==> config.mk <==
export PLATFORM = sky130hd
export DESIGN_NAME = quadrature_speed_meter_unit
export DESIGN_NICKNAME = d
export VERILOG_FILES = /design/src/hw/rtl/qsm_pkg.sv /design/src/hw/rtl/qsm_front.sv /design/src/hw/rtl/qsm_queue.sv /design/src/hw/rtl/qsm_back.sv /design/src/hw/rtl/quadrature_speed_meter_unit.sv
export SDC_FILE = /design/constraint.sdc
export NUM_CORES = 1
export LEC_CHECK = 0
export ABC_AREA = 1
export BUFFER_PORTS_ARGS = -buffer_cell sky130_fd_sc_hd__buf_2
export CORE_AREA = 2 2 256 258
export CTS_BUF_LIST = sky130_fd_sc_hd__clkbuf_4 sky130_fd_sc_hd__clkbuf_8
export CTS_CLUSTER_DIAMETER = 120
export DETAILED_ROUTE_END_ITERATION = 10
export DIE_AREA = 0 0 258 260
export HOLD_SLACK_MARGIN = 0.15
export PLACE_DENSITY = 0.55
export SYNTH_ARGS = -nofsm -noshare
export SYNTH_HDL_FRONTEND = slang
export SYNTH_HIERARCHICAL = 1
export SYNTH_SLANG_ARGS = --single-unit
==> constraint.sdc <==
create_clock -name clk_i -period 10.1 [get_ports clk_i]
set_input_delay 1.515 -clock clk_i [delete_from_list [all_inputs] [get_ports clk_i]]
set_output_delay 1.515 -clock clk_i [all_outputs]
set_load 0.005 [all_outputs]
==> src/hw/rtl/qsm_pkg.sv <==
// shared types, constants and helper functions for the quadrature speed meter
`timescale 1ns / 1ps
`default_nettype none

package qsm_pkg;

  localparam int COUNT_WIDTH_DEFAULT = 16;
  localparam int QUEUE_DEPTH_DEFAULT = 4;
  localparam int DIGITS              = 5;

  localparam int SPEED_W  = 16;
  localparam int SCALE_W  = 10;
  localparam int SHIFT_W  = 4;
  localparam int PERIOD_W = 4;
  localparam int POS_W    = 4;
  localparam int CHAR_W   = 8;
  localparam int THR_W    = SPEED_W + 1;
  localparam int CFG_IDX_W  = 2;
  localparam int CFG_DATA_W = SCALE_W;

  localparam logic [PERIOD_W-1:0] PERIOD_RESET = 4'd3;
  localparam logic [SCALE_W-1:0]  SCALE_RESET  = 10'd600;
  localparam logic [SHIFT_W-1:0]  SHIFT_RESET  = 4'd8;
  localparam logic [SPEED_W-1:0]  SPEED_MAX    = 16'hFFFF;
  localparam logic [CHAR_W-1:0]   ASCII_ZERO   = 8'h30;
  localparam logic [CHAR_W-1:0]   ASCII_NINE   = 8'h39;

  typedef enum logic [CFG_IDX_W-1:0] {
    REG_DISPLAY_PERIOD = 2'd0,
    REG_SPEED_SCALE    = 2'd1,
    REG_SPEED_SHIFT    = 2'd2
  } cfg_reg_e;

  typedef struct packed {
    logic [SPEED_W-1:0] count_now;
    logic               direction_up;
  } in_item_t;

  typedef struct packed {
    logic [SPEED_W-1:0] speed;
    logic               dir_flag;
    logic               char_valid;
    logic [CHAR_W-1:0]  ascii_char;
    logic               last;
  } out_item_t;

  typedef struct packed {
    logic [PERIOD_W-1:0] display_period;
    logic [SCALE_W-1:0]  speed_scale;
    logic [SHIFT_W-1:0]  speed_shift;
  } cfg_t;

  // one measured tick waiting for the result sequencer
  typedef struct packed {
    logic [SPEED_W-1:0] speed;
    logic               dir;
    logic               disp;
    logic [SPEED_W-1:0] val;
    logic [POS_W-1:0]   pos;
  } entry_t;

  // m * 10^k, clipped just above the largest speed value
  function automatic logic [THR_W-1:0] dec_thr(input int m, input int k);
    longint p;
    int i;
    p = longint'(m);
    for (i = 0; i < k; i++) begin
      p = p * 10;
      if (p > 65536) p = 65536;
    end
    if (p > 65536) p = 65536;
    return THR_W'(p);
  endfunction

  localparam logic [SPEED_W-1:0] DISP_LIMIT = SPEED_W'(dec_thr(1, DIGITS) - 17'd1);

endpackage

`default_nettype wire

==> src/hw/rtl/qsm_front.sv <==
// front end: count difference, scaling, saturation and display tick selection
`timescale 1ns / 1ps
`default_nettype none

module qsm_front #(
  parameter int COUNT_WIDTH = qsm_pkg::COUNT_WIDTH_DEFAULT
) (
  input  logic              clk_i,
  input  logic              rst_ni,
  input  logic              in_valid_i,
  input  qsm_pkg::in_item_t in_item_i,
  output logic              in_stall_o,
  input  qsm_pkg::cfg_t     cfg_i,
  output logic              push_o,
  output qsm_pkg::entry_t   entry_o,
  input  logic              full_i
);
  import qsm_pkg::*;

  localparam int PROD_W = COUNT_WIDTH + SCALE_W;

  logic [COUNT_WIDTH-1:0] prev_q, prev_d;
  logic [PERIOD_W-1:0]    cnt_q, cnt_d;
  logic [COUNT_WIDTH-1:0] now;
  logic [COUNT_WIDTH-1:0] diff;
  logic [PERIOD_W-1:0]    cnt_dec;
  logic                   disp;

  logic                   s1_valid_q, s1_valid_d;
  logic [COUNT_WIDTH-1:0] s1_diff_q;
  logic                   s1_dir_q;
  logic                   s1_disp_q;

  logic                   s2_valid_q, s2_valid_d;
  logic [PROD_W-1:0]      s2_prod_q;
  logic                   s2_dir_q;
  logic                   s2_disp_q;

  logic                   accept;
  logic                   s1_move;
  logic                   s1_free;
  logic                   s2_free;

  logic [PROD_W-1:0]      shifted;
  logic [SPEED_W-1:0]     speed;
  logic [SPEED_W-1:0]     val;
  logic [POS_W-1:0]       pos;

  assign push_o     = s2_valid_q && !full_i;
  assign s2_free    = !s2_valid_q || push_o;
  assign s1_move    = s1_valid_q && s2_free;
  assign s1_free    = !s1_valid_q || s1_move;
  assign in_stall_o = !s1_free;
  assign accept     = in_valid_i && s1_free;

  // countdown steps first, then reloads on a display tick
  always_comb begin
    now     = COUNT_WIDTH'(in_item_i.count_now);
    diff    = in_item_i.direction_up ? (now - prev_q) : (prev_q - now);
    cnt_dec = (cnt_q != '0) ? (cnt_q - 4'd1) : cnt_q;
    disp    = (cnt_dec == '0);
    cnt_d   = cnt_q;
    prev_d  = prev_q;
    if (accept) begin
      cnt_d  = disp ? cfg_i.display_period : cnt_dec;
      prev_d = now;
    end
  end

  always_comb begin
    s1_valid_d = s1_valid_q;
    if (accept) begin
      s1_valid_d = 1'b1;
    end else if (s1_move) begin
      s1_valid_d = 1'b0;
    end
    s2_valid_d = s2_valid_q;
    if (s1_move) begin
      s2_valid_d = 1'b1;
    end else if (push_o) begin
      s2_valid_d = 1'b0;
    end
  end

  always_ff @(posedge clk_i or negedge rst_ni) begin
    if (!rst_ni) begin
      prev_q     <= '0;
      cnt_q      <= PERIOD_RESET;
      s1_valid_q <= 1'b0;
      s2_valid_q <= 1'b0;
    end else begin
      prev_q     <= prev_d;
      cnt_q      <= cnt_d;
      s1_valid_q <= s1_valid_d;
      s2_valid_q <= s2_valid_d;
    end
  end

  always_ff @(posedge clk_i) begin
    if (accept) begin
      s1_diff_q <= diff;
      s1_dir_q  <= in_item_i.direction_up;
      s1_disp_q <= disp;
    end
    if (s1_move) begin
      s2_prod_q <= PROD_W'(s1_diff_q) * PROD_W'(cfg_i.speed_scale);
      s2_dir_q  <= s1_dir_q;
      s2_disp_q <= s1_disp_q;
    end
  end

  // shift, saturate, clamp for display and find the leading digit position
  always_comb begin
    shifted = s2_prod_q >> cfg_i.speed_shift;
    speed   = (|shifted[PROD_W-1:SPEED_W]) ? SPEED_MAX : shifted[SPEED_W-1:0];
    val     = (speed > DISP_LIMIT) ? DISP_LIMIT : speed;
    pos     = '0;
    for (int k = 1; k < DIGITS; k++) begin
      if ({1'b0, val} >= dec_thr(1, k)) pos = pos + 4'd1;
    end
  end

  always_comb begin
    entry_o.speed = speed;
    entry_o.dir   = s2_dir_q;
    entry_o.disp  = s2_disp_q;
    entry_o.val   = val;
    entry_o.pos   = pos;
  end

endmodule

`default_nettype wire

==> src/hw/rtl/qsm_queue.sv <==
// small first-in first-out queue of measured ticks between front and back
`timescale 1ns / 1ps
`default_nettype none

module qsm_queue #(
  parameter int DEPTH = qsm_pkg::QUEUE_DEPTH_DEFAULT
) (
  input  logic            clk_i,
  input  logic            rst_ni,
  input  logic            push_i,
  input  qsm_pkg::entry_t entry_i,
  output logic            full_o,
  input  logic            pop_i,
  output qsm_pkg::entry_t entry_o,
  output logic            empty_o
);
  import qsm_pkg::*;

  localparam int PTR_W = (DEPTH > 1) ? $clog2(DEPTH) : 1;
  localparam int CNT_W = $clog2(DEPTH + 1);
  localparam logic [PTR_W-1:0] LAST_PTR = PTR_W'(DEPTH - 1);
  localparam logic [CNT_W-1:0] FULL_CNT = CNT_W'(DEPTH);

  entry_t             mem_q [DEPTH];
  logic [PTR_W-1:0]   wr_q, wr_d;
  logic [PTR_W-1:0]   rd_q, rd_d;
  logic [CNT_W-1:0]   cnt_q, cnt_d;

  assign full_o  = (cnt_q == FULL_CNT);
  assign empty_o = (cnt_q == '0);
  assign entry_o = mem_q[rd_q];

  always_comb begin
    wr_d  = wr_q;
    rd_d  = rd_q;
    cnt_d = cnt_q;
    if (push_i) begin
      wr_d = (wr_q == LAST_PTR) ? '0 : wr_q + PTR_W'(1);
    end
    if (pop_i) begin
      rd_d = (rd_q == LAST_PTR) ? '0 : rd_q + PTR_W'(1);
    end
    if (push_i && !pop_i) begin
      cnt_d = cnt_q + CNT_W'(1);
    end else if (pop_i && !push_i) begin
      cnt_d = cnt_q - CNT_W'(1);
    end
  end

  always_ff @(posedge clk_i or negedge rst_ni) begin
    if (!rst_ni) begin
      wr_q  <= '0;
      rd_q  <= '0;
      cnt_q <= '0;
    end else begin
      wr_q  <= wr_d;
      rd_q  <= rd_d;
      cnt_q <= cnt_d;
    end
  end

  always_ff @(posedge clk_i) begin
    if (push_i) begin
      mem_q[wr_q] <= entry_i;
    end
  end

endmodule

`default_nettype wire

==> src/hw/rtl/qsm_back.sv <==
// back end: emits one result item per cycle while its output is not stalled, decimal digits most significant first
`timescale 1ns / 1ps
`default_nettype none

module qsm_back (
  input  logic               clk_i,
  input  logic               rst_ni,
  output logic               pop_o,
  input  qsm_pkg::entry_t    entry_i,
  input  logic               empty_i,
  output logic               out_valid_o,
  output qsm_pkg::out_item_t out_item_o,
  input  logic               out_stall_i
);
  import qsm_pkg::*;

  localparam int NPOS = 2 ** POS_W;

  logic               busy_q, busy_d;
  logic               out_valid_q, out_valid_d;
  out_item_t          out_item_q;
  logic [SPEED_W-1:0] speed_q;
  logic               dir_q;
  logic               disp_q;
  logic [SPEED_W-1:0] val_q;
  logic [POS_W-1:0]   pos_q;

  logic [THR_W-1:0]   thr_tab [NPOS][10];
  logic [8:0]         ge;
  logic [3:0]         digit;
  logic [THR_W-1:0]   sub;
  logic [THR_W-1:0]   rem;
  logic               out_free;
  logic               emit;
  logic               last_now;
  out_item_t          res;

  // multiples of each power of ten, a constant table
  for (genvar k = 0; k < NPOS; k++) begin : g_pos
    for (genvar m = 0; m < 10; m++) begin : g_mul
      assign thr_tab[k][m] = dec_thr(m, k);
    end
  end

  always_comb begin
    for (int m = 1; m < 10; m++) begin
      ge[m-1] = ({1'b0, val_q} >= thr_tab[pos_q][m]);
    end
    digit = 4'($countones(ge));
    sub   = thr_tab[pos_q][digit];
    rem   = {1'b0, val_q} - sub;
  end

  assign out_free = !out_valid_q || !out_stall_i;
  assign emit     = busy_q && out_free;
  assign last_now = !disp_q || (pos_q == '0);
  assign pop_o    = !empty_i && (!busy_q || (emit && last_now));

  always_comb begin
    res.speed      = speed_q;
    res.dir_flag   = dir_q;
    res.char_valid = disp_q;
    res.ascii_char = disp_q ? (ASCII_ZERO + CHAR_W'(digit)) : '0;
    res.last       = last_now;
  end

  always_comb begin
    busy_d = busy_q;
    if (pop_o) begin
      busy_d = 1'b1;
    end else if (emit && last_now) begin
      busy_d = 1'b0;
    end
    out_valid_d = out_valid_q;
    if (emit) begin
      out_valid_d = 1'b1;
    end else if (!out_stall_i) begin
      out_valid_d = 1'b0;
    end
  end

  always_ff @(posedge clk_i or negedge rst_ni) begin
    if (!rst_ni) begin
      busy_q      <= 1'b0;
      out_valid_q <= 1'b0;
    end else begin
      busy_q      <= busy_d;
      out_valid_q <= out_valid_d;
    end
  end

  always_ff @(posedge clk_i) begin
    if (emit) begin
      out_item_q <= res;
    end
    if (pop_o) begin
      speed_q <= entry_i.speed;
      dir_q   <= entry_i.dir;
      disp_q  <= entry_i.disp;
      val_q   <= entry_i.val;
      pos_q   <= entry_i.pos;
    end else if (emit) begin
      val_q <= rem[SPEED_W-1:0];
      pos_q <= pos_q - 4'd1;
    end
  end

  assign out_valid_o = out_valid_q;
  assign out_item_o  = out_item_q;

endmodule

`default_nettype wire

==> src/hw/rtl/quadrature_speed_meter_unit.sv <==
// Quadrature speed meter: measures speed per encoder sample tick and spells it out in decimal.
// Usage:
//   Input channel: in_valid_i / in_item_i (count_now, direction_up) / in_stall_o. An item
//   is one sample tick; it is taken at a clock edge with valid high and stall low.
//   Output channel: out_valid_o / out_item_o / out_stall_i. A tick gives one result item
//   carrying speed and direction, or on every display_period-th tick one item per decimal
//   digit of the speed (leading zeros dropped, at least one digit); last marks its final item.
//   Config channel: cfg_valid_i / cfg_index_i / cfg_data_i / cfg_ready_o, always ready;
//   index 0 display_period, 1 speed_scale, 2 speed_shift. Write only while the block is idle.
// Flow:
//   The first result of a tick passes two front stages (difference, then the scale multiply),
//   a queue hop to the sequencer and the sequencer's registers before the output register.
//   The sequencer gives one result item per cycle while the output is not stalled; a tick
//   gives 1 to 5 result items; input ticks are taken every cycle while the queue has room.
// Stalls: a stalled output holds its item; the back end then stops, the queue fills and
//   in_stall_o rises once the front stages are also full.
// Reset: previous count 0, display countdown 3, display_period 3, speed_scale 600,
//   speed_shift 8; all pipeline and queue contents are dropped.
`timescale 1ns / 1ps
`default_nettype none

module quadrature_speed_meter_unit #(
  parameter int COUNT_WIDTH = qsm_pkg::COUNT_WIDTH_DEFAULT,
  parameter int QUEUE_DEPTH = qsm_pkg::QUEUE_DEPTH_DEFAULT
) (
  input  logic                               clk_i,
  input  logic                               rst_ni,
  input  logic                               in_valid_i,
  input  qsm_pkg::in_item_t                  in_item_i,
  output logic                               in_stall_o,
  output logic                               out_valid_o,
  output qsm_pkg::out_item_t                 out_item_o,
  input  logic                               out_stall_i,
  input  logic                               cfg_valid_i,
  input  logic [qsm_pkg::CFG_IDX_W-1:0]      cfg_index_i,
  input  logic [qsm_pkg::CFG_DATA_W-1:0]     cfg_data_i,
  output logic                               cfg_ready_o
);
  import qsm_pkg::*;

  cfg_t   cfg_q, cfg_d;
  logic   q_push;
  logic   q_full;
  logic   q_pop;
  logic   q_empty;
  entry_t q_in;
  entry_t q_out;

  assign cfg_ready_o = 1'b1;

  always_comb begin
    cfg_d = cfg_q;
    if (cfg_valid_i && cfg_ready_o) begin
      case (cfg_index_i)
        REG_DISPLAY_PERIOD: cfg_d.display_period = cfg_data_i[PERIOD_W-1:0];
        REG_SPEED_SCALE:    cfg_d.speed_scale    = cfg_data_i[SCALE_W-1:0];
        REG_SPEED_SHIFT:    cfg_d.speed_shift    = cfg_data_i[SHIFT_W-1:0];
        default:            cfg_d = cfg_q;
      endcase
    end
  end

  always_ff @(posedge clk_i or negedge rst_ni) begin
    if (!rst_ni) begin
      cfg_q.display_period <= PERIOD_RESET;
      cfg_q.speed_scale    <= SCALE_RESET;
      cfg_q.speed_shift    <= SHIFT_RESET;
    end else begin
      cfg_q <= cfg_d;
    end
  end

  qsm_front #(
    .COUNT_WIDTH(COUNT_WIDTH)
  ) u_front (
    .clk_i      (clk_i),
    .rst_ni     (rst_ni),
    .in_valid_i (in_valid_i),
    .in_item_i  (in_item_i),
    .in_stall_o (in_stall_o),
    .cfg_i      (cfg_q),
    .push_o     (q_push),
    .entry_o    (q_in),
    .full_i     (q_full)
  );

  qsm_queue #(
    .DEPTH(QUEUE_DEPTH)
  ) u_queue (
    .clk_i   (clk_i),
    .rst_ni  (rst_ni),
    .push_i  (q_push),
    .entry_i (q_in),
    .full_o  (q_full),
    .pop_i   (q_pop),
    .entry_o (q_out),
    .empty_o (q_empty)
  );

  qsm_back u_back (
    .clk_i       (clk_i),
    .rst_ni      (rst_ni),
    .pop_o       (q_pop),
    .entry_i     (q_out),
    .empty_i     (q_empty),
    .out_valid_o (out_valid_o),
    .out_item_o  (out_item_o),
    .out_stall_i (out_stall_i)
  );

  a_no_overflow: assert property (@(posedge clk_i) disable iff (!rst_ni)
    q_push |-> !q_full || q_pop)
    else $error("queue push while full");

  a_no_underflow: assert property (@(posedge clk_i) disable iff (!rst_ni)
    q_pop |-> !q_empty)
    else $error("queue pop while empty");

  a_plain_is_last: assert property (@(posedge clk_i) disable iff (!rst_ni)
    out_valid_o && !out_item_o.char_valid |-> out_item_o.last)
    else $error("speed-only item not marked last");

  a_digit_range: assert property (@(posedge clk_i) disable iff (!rst_ni)
    out_valid_o && out_item_o.char_valid |->
      (out_item_o.ascii_char >= ASCII_ZERO) && (out_item_o.ascii_char <= ASCII_NINE))
    else $error("display item is not a decimal digit");

endmodule

`default_nettype wire
# --- Word level (Yosys, flattened, before mapping) ---
# Memory sizes are Yosys's and may differ from the RTL's.
# Cells that the tools add are included.
op_classes:
  reduce_logical: 38
  n_mul: 1
  eq_ne: 6
  n_mux: 32
  add_sub_neg: 21
  n_bitwise: 2
  shifts: 1
  n_lt_le_gt_ge: 16
ops:
  columns: ["op", "n"]
  rows:
  - ["2-to-1 mux 170 bit", 2]
  - ["greater-or-equal comparator 16 x 17 -> 1 bit", 9]
  - ["2-to-1 mux 16 bit", 7]
  - ["binary-select mux 17 bit (select 4 bit)", 1]
  - ["subtractor 16 bit", 3]
  - ["2-to-1 mux 4 bit", 7]
  - ["multiplier 16 x 10 -> 26 bit", 1]
  - [">> shifter 26 x 4 -> 26 bit", 1]
  - ["greater-or-equal comparator 16 x 10 -> 1 bit (second input constant)", 1]
  - ["greater-or-equal comparator 16 x 14 -> 1 bit (second input constant)", 1]
  - ["greater-or-equal comparator 16 x 4 -> 1 bit (second input constant)", 1]
  - ["greater-or-equal comparator 16 x 7 -> 1 bit (second input constant)", 1]
  - ["> comparator 16 bit (second input constant)", 1]
  - ["adder 4 bit", 3]
  - ["zero test 1 bit", 11]
  - ["2-to-1 mux 1 bit", 11]
  - ["greater-or-equal comparator 5 bit (second input constant)", 2]
  - ["inverter 4 -> 5 bit", 2]
  - ["nonzero test 2 bit", 5]
  - ["OR reduction 10 bit", 1]
  - ["adder 1 x 1 -> 2 bit", 4]
  - ["adder 4 x 1 -> 4 bit (second input constant)", 2]
  - ["logical AND 1 bit", 8]
  - ["zero test 4 bit", 2]
  - ["other kinds (18)", 30]
word_totals:
  output_inout_bits: 30
  ff_bits: 160
  romBits: 2720
  in_bits: 34
  memories: 2
  wordCells: 147
  mem_bits_rw: 152
memory_table:
  columns: ["name", "words", "word_bits", "rd", "rd_clocked_by_memory_dff", "write_ports", "line", "text"]
  rows:
  - ["(name not given)", 16, 170, 1, 0, 0, "qsm_back.sv:47", "ge[m-1] = ({1'b0, val_q} >= thr_tab[pos_q][m]);"]
  - ["u_queue.mem_q", 4, 38, 1, 0, 1, "qsm_queue.sv:24", "entry_t mem_q [DEPTH];"]

# --- Longest topological paths before layout ---
depth:
  depth_word: 16
  depth_mapped: 39
  depth_no_buf: 39

# --- Cells and area by module ---
# The synthesis kept the hierarchy.
by_module_without_submodules:
  columns: ["module", "cells_each", "n_inst", "seq_area_each_um2", "area_per_inst_um2"]
  rows:
  - ["qsm_front", 1432, 1, 1934.4, 10647.7]
  - ["qsm_back", 884, 1, 1911.8, 6457.4]
  - ["qsm_queue", 494, 1, 4739.5, 6396.1]
  - ["quadrature_speed_meter_unit", 84, 1, 459.2, 774.5]

# --- Worst setup path after synthesis ---
# Ideal clock, no wire load.
synth_timing:
  path_type: "register -> register"
  from: "register u_back.pos_q[0]"
  to: "register u_back.val_q[6] (data pin)"
  path_buffers: 1
  period_less_slack_ns: 6.996
  t_arrival_ns: 6.743
  path_slack_ns: 3.104
  required_ns: 9.847
  path_stages_with_launch: 33
  setup_ns: 0.253
  cell_sequence: "edfxtp_1 -> inv_1 -> ha_1 -> nand3_2 -> inv_2 -> nor2_1 -> ha_1 -> nand2_1 -> or3_1 -> nor4_1 -> nor2_1 -> fa_1 -> inv_1 -> fa_1 -> inv_1 -> fa_1 -> fa_1 -> fa_1 -> buf_2 -> inv_1 -> nor2_1 -> inv_1 -> nor4_1 -> a21o_1 -> nor2_1 -> ha_1 -> nand3_1 -> nand3_1 -> nand2_1 -> nand2_1 -> or2_2 -> nand3_1 -> nand2_1"
synth_between:
  elab_chain_cells: 16
  elab_cells_between_ends: 33
  classes_between: "add/sub (9); order compare (9); mux (7); bitwise (2); reduce/logical (5); memory (1)"
synth_lines:
  columns: ["item", "line", "text"]
  rows:
  - ["start: declaration", "qsm_back.sv:26", "logic [POS_W-1:0] pos_q;"]
  - ["start signal: assignment", "qsm_back.sv:101", "pos_q <= entry_i.pos;"]
  - ["start signal: assignment", "qsm_back.sv:104", "pos_q <= pos_q - 4'd1;"]
  - ["inverter 4 -> 5 bit (implied by the code)", "qsm_back.sv:47, qsm_back.sv:50", null]
  - ["memory read (16 x 170 bit)", null, null]
  - ["2-to-1 mux 170 bit (implied by the code) (2 in a row)", "qsm_back.sv:47", null]
  - ["greater-or-equal comparator 16 x 17 -> 1 bit", "qsm_back.sv:47", null]
  - ["adder 1 x 1 -> 2 bit (implied by the code)", "qsm_back.sv:49", "digit = 4'($countones(ge));"]
  - ["adder 4 bit (implied by the code) (2 in a row)", "qsm_back.sv:49", null]
  - ["adder 4 x 1 -> 4 bit (implied by the code)", "qsm_back.sv:49", null]
  - ["inverter 4 -> 5 bit (implied by the code)", "qsm_back.sv:50", "sub = thr_tab[pos_q][digit];"]
  - ["binary-select mux 17 bit (select 4 bit)", "qsm_back.sv:50", null]
  - ["2-to-1 mux 16 bit (implied by the code) (2 in a row)", "qsm_back.sv:50", null]
  - ["subtractor 16 bit", "qsm_back.sv:51", "rem = {1'b0, val_q} - sub;"]
  - ["2-to-1 mux 16 bit", "qsm_back.sv:102", "end else if (emit) begin"]
  - ["2-to-1 mux 16 bit *", "qsm_back.sv:96", "if (pop_o) begin"]
  - ["end signal: assignment", "qsm_back.sv:100", "val_q <= entry_i.val;"]
  - ["end signal: assignment", "qsm_back.sv:103", "val_q <= rem[SPEED_W-1:0];"]
  - ["end: declaration", "qsm_back.sv:25", "logic [SPEED_W-1:0] val_q;"]
# Every way passes the cells marked *; elsewhere a longest branch is shown, timed or not. The select of a mux whose other input is x is not followed.
# A chain may end at the register's enable or synchronous reset.

# --- Worst setup path in the final report ---
layout_timing:
  from: "register u_back.pos_q[0]"
  to: "register u_back.val_q[9] (data pin)"
# The elaborated chain is that of the path after synthesis.

==> flow_summary.yaml <==
run_status:
  outcome: "finished clean"
synth:
  synth_area_leader_cell: "edfxtp_1"
  yosys_warnings: 6
  synthesis.area_sq_mm: 0.0243
  async_flop_share: 0.159
  synth_cell_type_count: 60
  synth_edf_count: 260
  syn_area_per_cell_sq_um: 8.39
  synth_top_area_share: 0.322
  seq_area_frac_synth: 0.373
  synth_flop_cell: "edfxtp_1"
  synth-seq-cells: 309
  synthCells: 2894
  netlist_top_cells_area: "edfxtp_1 (32%), nand2_1 (13%), ha_1 (9.9%), fa_1 (9.8%), inv_1 (7.2%)"
timing:
  fin_setup_tns_ns: 0
  fin_crit_ns: 8.92
  report.final.slew_viol_count: 0
  worstMarginPinSlew_ns: 0.953
  hold_viol: 0
  slew_headroom: 0.362
  fin_skew_ns: 0.0401
  setup_viol: 0
  fin_crit_sh: 0.883
  fin_ws_ns: 1.18
  clock.fmax_mhz: 112
  rsz0062_at_grt: "no"
final_layout:
  design_area_sq_mm: 0.0262
  final.fill_count: 6402
  final_common_cell: "nand2_1"
  seq_area_sq_mm: 0.00904
  num_antenna_cells: 0
  multi_input_area_sq_mm: 0.0127
  final_util: 0.408
  synthToLayoutAreaGrowth_pct: 7.76
  nets: 3245
  mostFrequentLayoutCells: "nand2_1 (816), inv_1 (465), edfxtp_1 (260)"
  drive_gt1_frac: 0.0759
floorplanning:
  ios: 64
  die_y_microns: 260
  die_width_microns: 258
  coreArea_sq_mm: 0.0641
  rows: 93
  start_util: 0.379
  die_area_sq_mm: 0.0671
grt:
  antenna_found_initial: 2
  track_usage: 0.191
  grt_max_degree: 87
  grt_overflow: 0
  grt_pass1_wl_microns: 103000
  grt_pass1_vias: 19197
cts:
  cts-resized-gates: 0
  ctsHoldBuffers: 0
  cts.clk_slew.worst_paths_ns: 0.06
  clock_latency_ns: 0.65
  cts_tree: "yes"
  h-tree-depth: 2
  post-cts-setup-buffer-count: 0
  cts_root_buffer: "clkbuf_8"
  cts_sinks: 309
  cts_inserted_buffers: 52
  clock_path_buffers: 3
setup_path:
  critical_path.top_delay_family: "adder cells"
  worstPathRequired_ns: 10.51
  cpMostUsedCell: "nand2_1"
  critical_path_buf_inv_count: 6
  worst_path_max_delay_cell: "fa_1"
  max_stage_delay_ns: 0.93
  criticalPathCategory: "reg -> reg"
  critPathLaunchType: "flop"
  end_kind: "flop"
  worstPathMaxFanout: 19
  arrival_ns: 9.32
routing:
  vias: 19309
  drt-vias-per-instance: 5.09
  ant_nets: 0
  first_pass_iters: 8
  routed_wl_microns: 63900
  routedWlPerCell_microns: 16.9
  drc: 0
  drt_iter0_markers: 1203
placed_design:
  pre_cts_ws_ns: 1.29
  portBuffers: 60
  placedInstanceArea_sq_mm: 0.0251
  place_hpwl_microns: 47800
  place_congestion: 0.931
hold_path:
  hp-class: "reg -> reg"
job:
  drv_cap: 0
[kinds of logic (layout without fill, tap and decap cells)]
logic type / after synthesis / in the layout / share of synthesized area
multiplexers: 1 / 1 / 0.000412
other: 3 / 4 / 0.000464
AO/OA/AOI/OAI: 387 / 387 / 0.0964
adder cells (fa/ha/maj): 311 / 311 / 0.197
buffers and inverters: 606 / 649 / 0.103
AND/OR/NAND/NOR: 1229 / 1229 / 0.213
XOR/XNOR: 48 / 48 / 0.0173
flip-flops: 309 / 309 / 0.373
[cells in the mapped netlist, types with 9 or more instances]
master	number
nand2_1	816
inv_1	465
edfxtp_1	260
ha_1	192
nand3_1	160
nor2_1	121
fa_1	119
a21oi_1	114
o21ai_0	100
o211ai_1	90
clkbuf_1	56
nand4_1	51
dfrtp_1	40
xor2_1	33
buf_4	27
nor3_1	27
buf_2	26
o21ai_1	18
xnor2_1	15
a31oi_1	14
inv_2	12
buf_6	11
a21o_1	10
dfstp_2	9
nand2_2	9
[path summary, 6_finish.rpt]
check | startpoint | endpoint | slack (ns) | cells after the start
max in group asynchronous | rst_ni | cfg_q[16] | 8.62 | 2
max reg2reg | u_back/pos_q[0] | u_back/val_q[9] | 1.18 | 33
min | u_back/speed_q[5] | u_back/out_item_o[16] | 0.42 | 0
min in group asynchronous | rst_ni | u_front/prev_q[11] | 1.01 | 2
min reg2reg | u_back/speed_q[5] | u_back/out_item_o[16] | 0.42 | 0
max | u_back/pos_q[0] | u_back/val_q[9] | 1.18 | 33
[per-stage QoR]
stage / std cells / hold WS, ns
after detailed placement: 3701 / 0.405
after global routing: 3793 / 0.423
after global placement: 3701 / 0.401
after floorplan: 2895 / 0.400
after CTS: 3793 / 0.419
final: 3793 / 0.416
[sequential cells by signal, indices dropped and copies added (netlist names), 2 cells and up]
| register | count |
|---|---|
| u_front/cnt_q | 4 |
| u_front/s1_diff_q | 16 |
| u_queue/mem_q | 152 |
| u_back/out_item_o | 24 |
| u_queue/rd_q | 2 |
| u_front/s2_prod_q | 26 |
| u_front/prev_q | 16 |
| u_queue/wr_q | 2 |
| u_back/val_q | 16 |
| u_back/speed_q | 16 |
| cfg_q | 18 |
| u_back/pos_q | 4 |
| u_queue/cnt_q | 3 |
[routing by layer]
layer	up-vias	wire, microns	track usage
li1	9469	-	-
met1	9214	28600	0.249
met2	495	30200	0.328
met3	131	3080	0.0265
met4	0	2060	0.0650
met5	-	0	0
[layout make-up]
| type | instances | area share |
|---|---|---|
| clock buffer | 73 | 0.0341 |
| clock inverter | 19 | 0.00655 |
| inverter | 481 | 0.0694 |
| multi-input combinational | 1980 | 0.487 |
| sequential | 309 | 0.346 |
| tap | 855 | 0.0409 |
| timing repair buffer | 76 | 0.0161 |
Power is not shown: default switching activity piles up to over one toggle a cycle in this logic, so the estimate is an artifact.
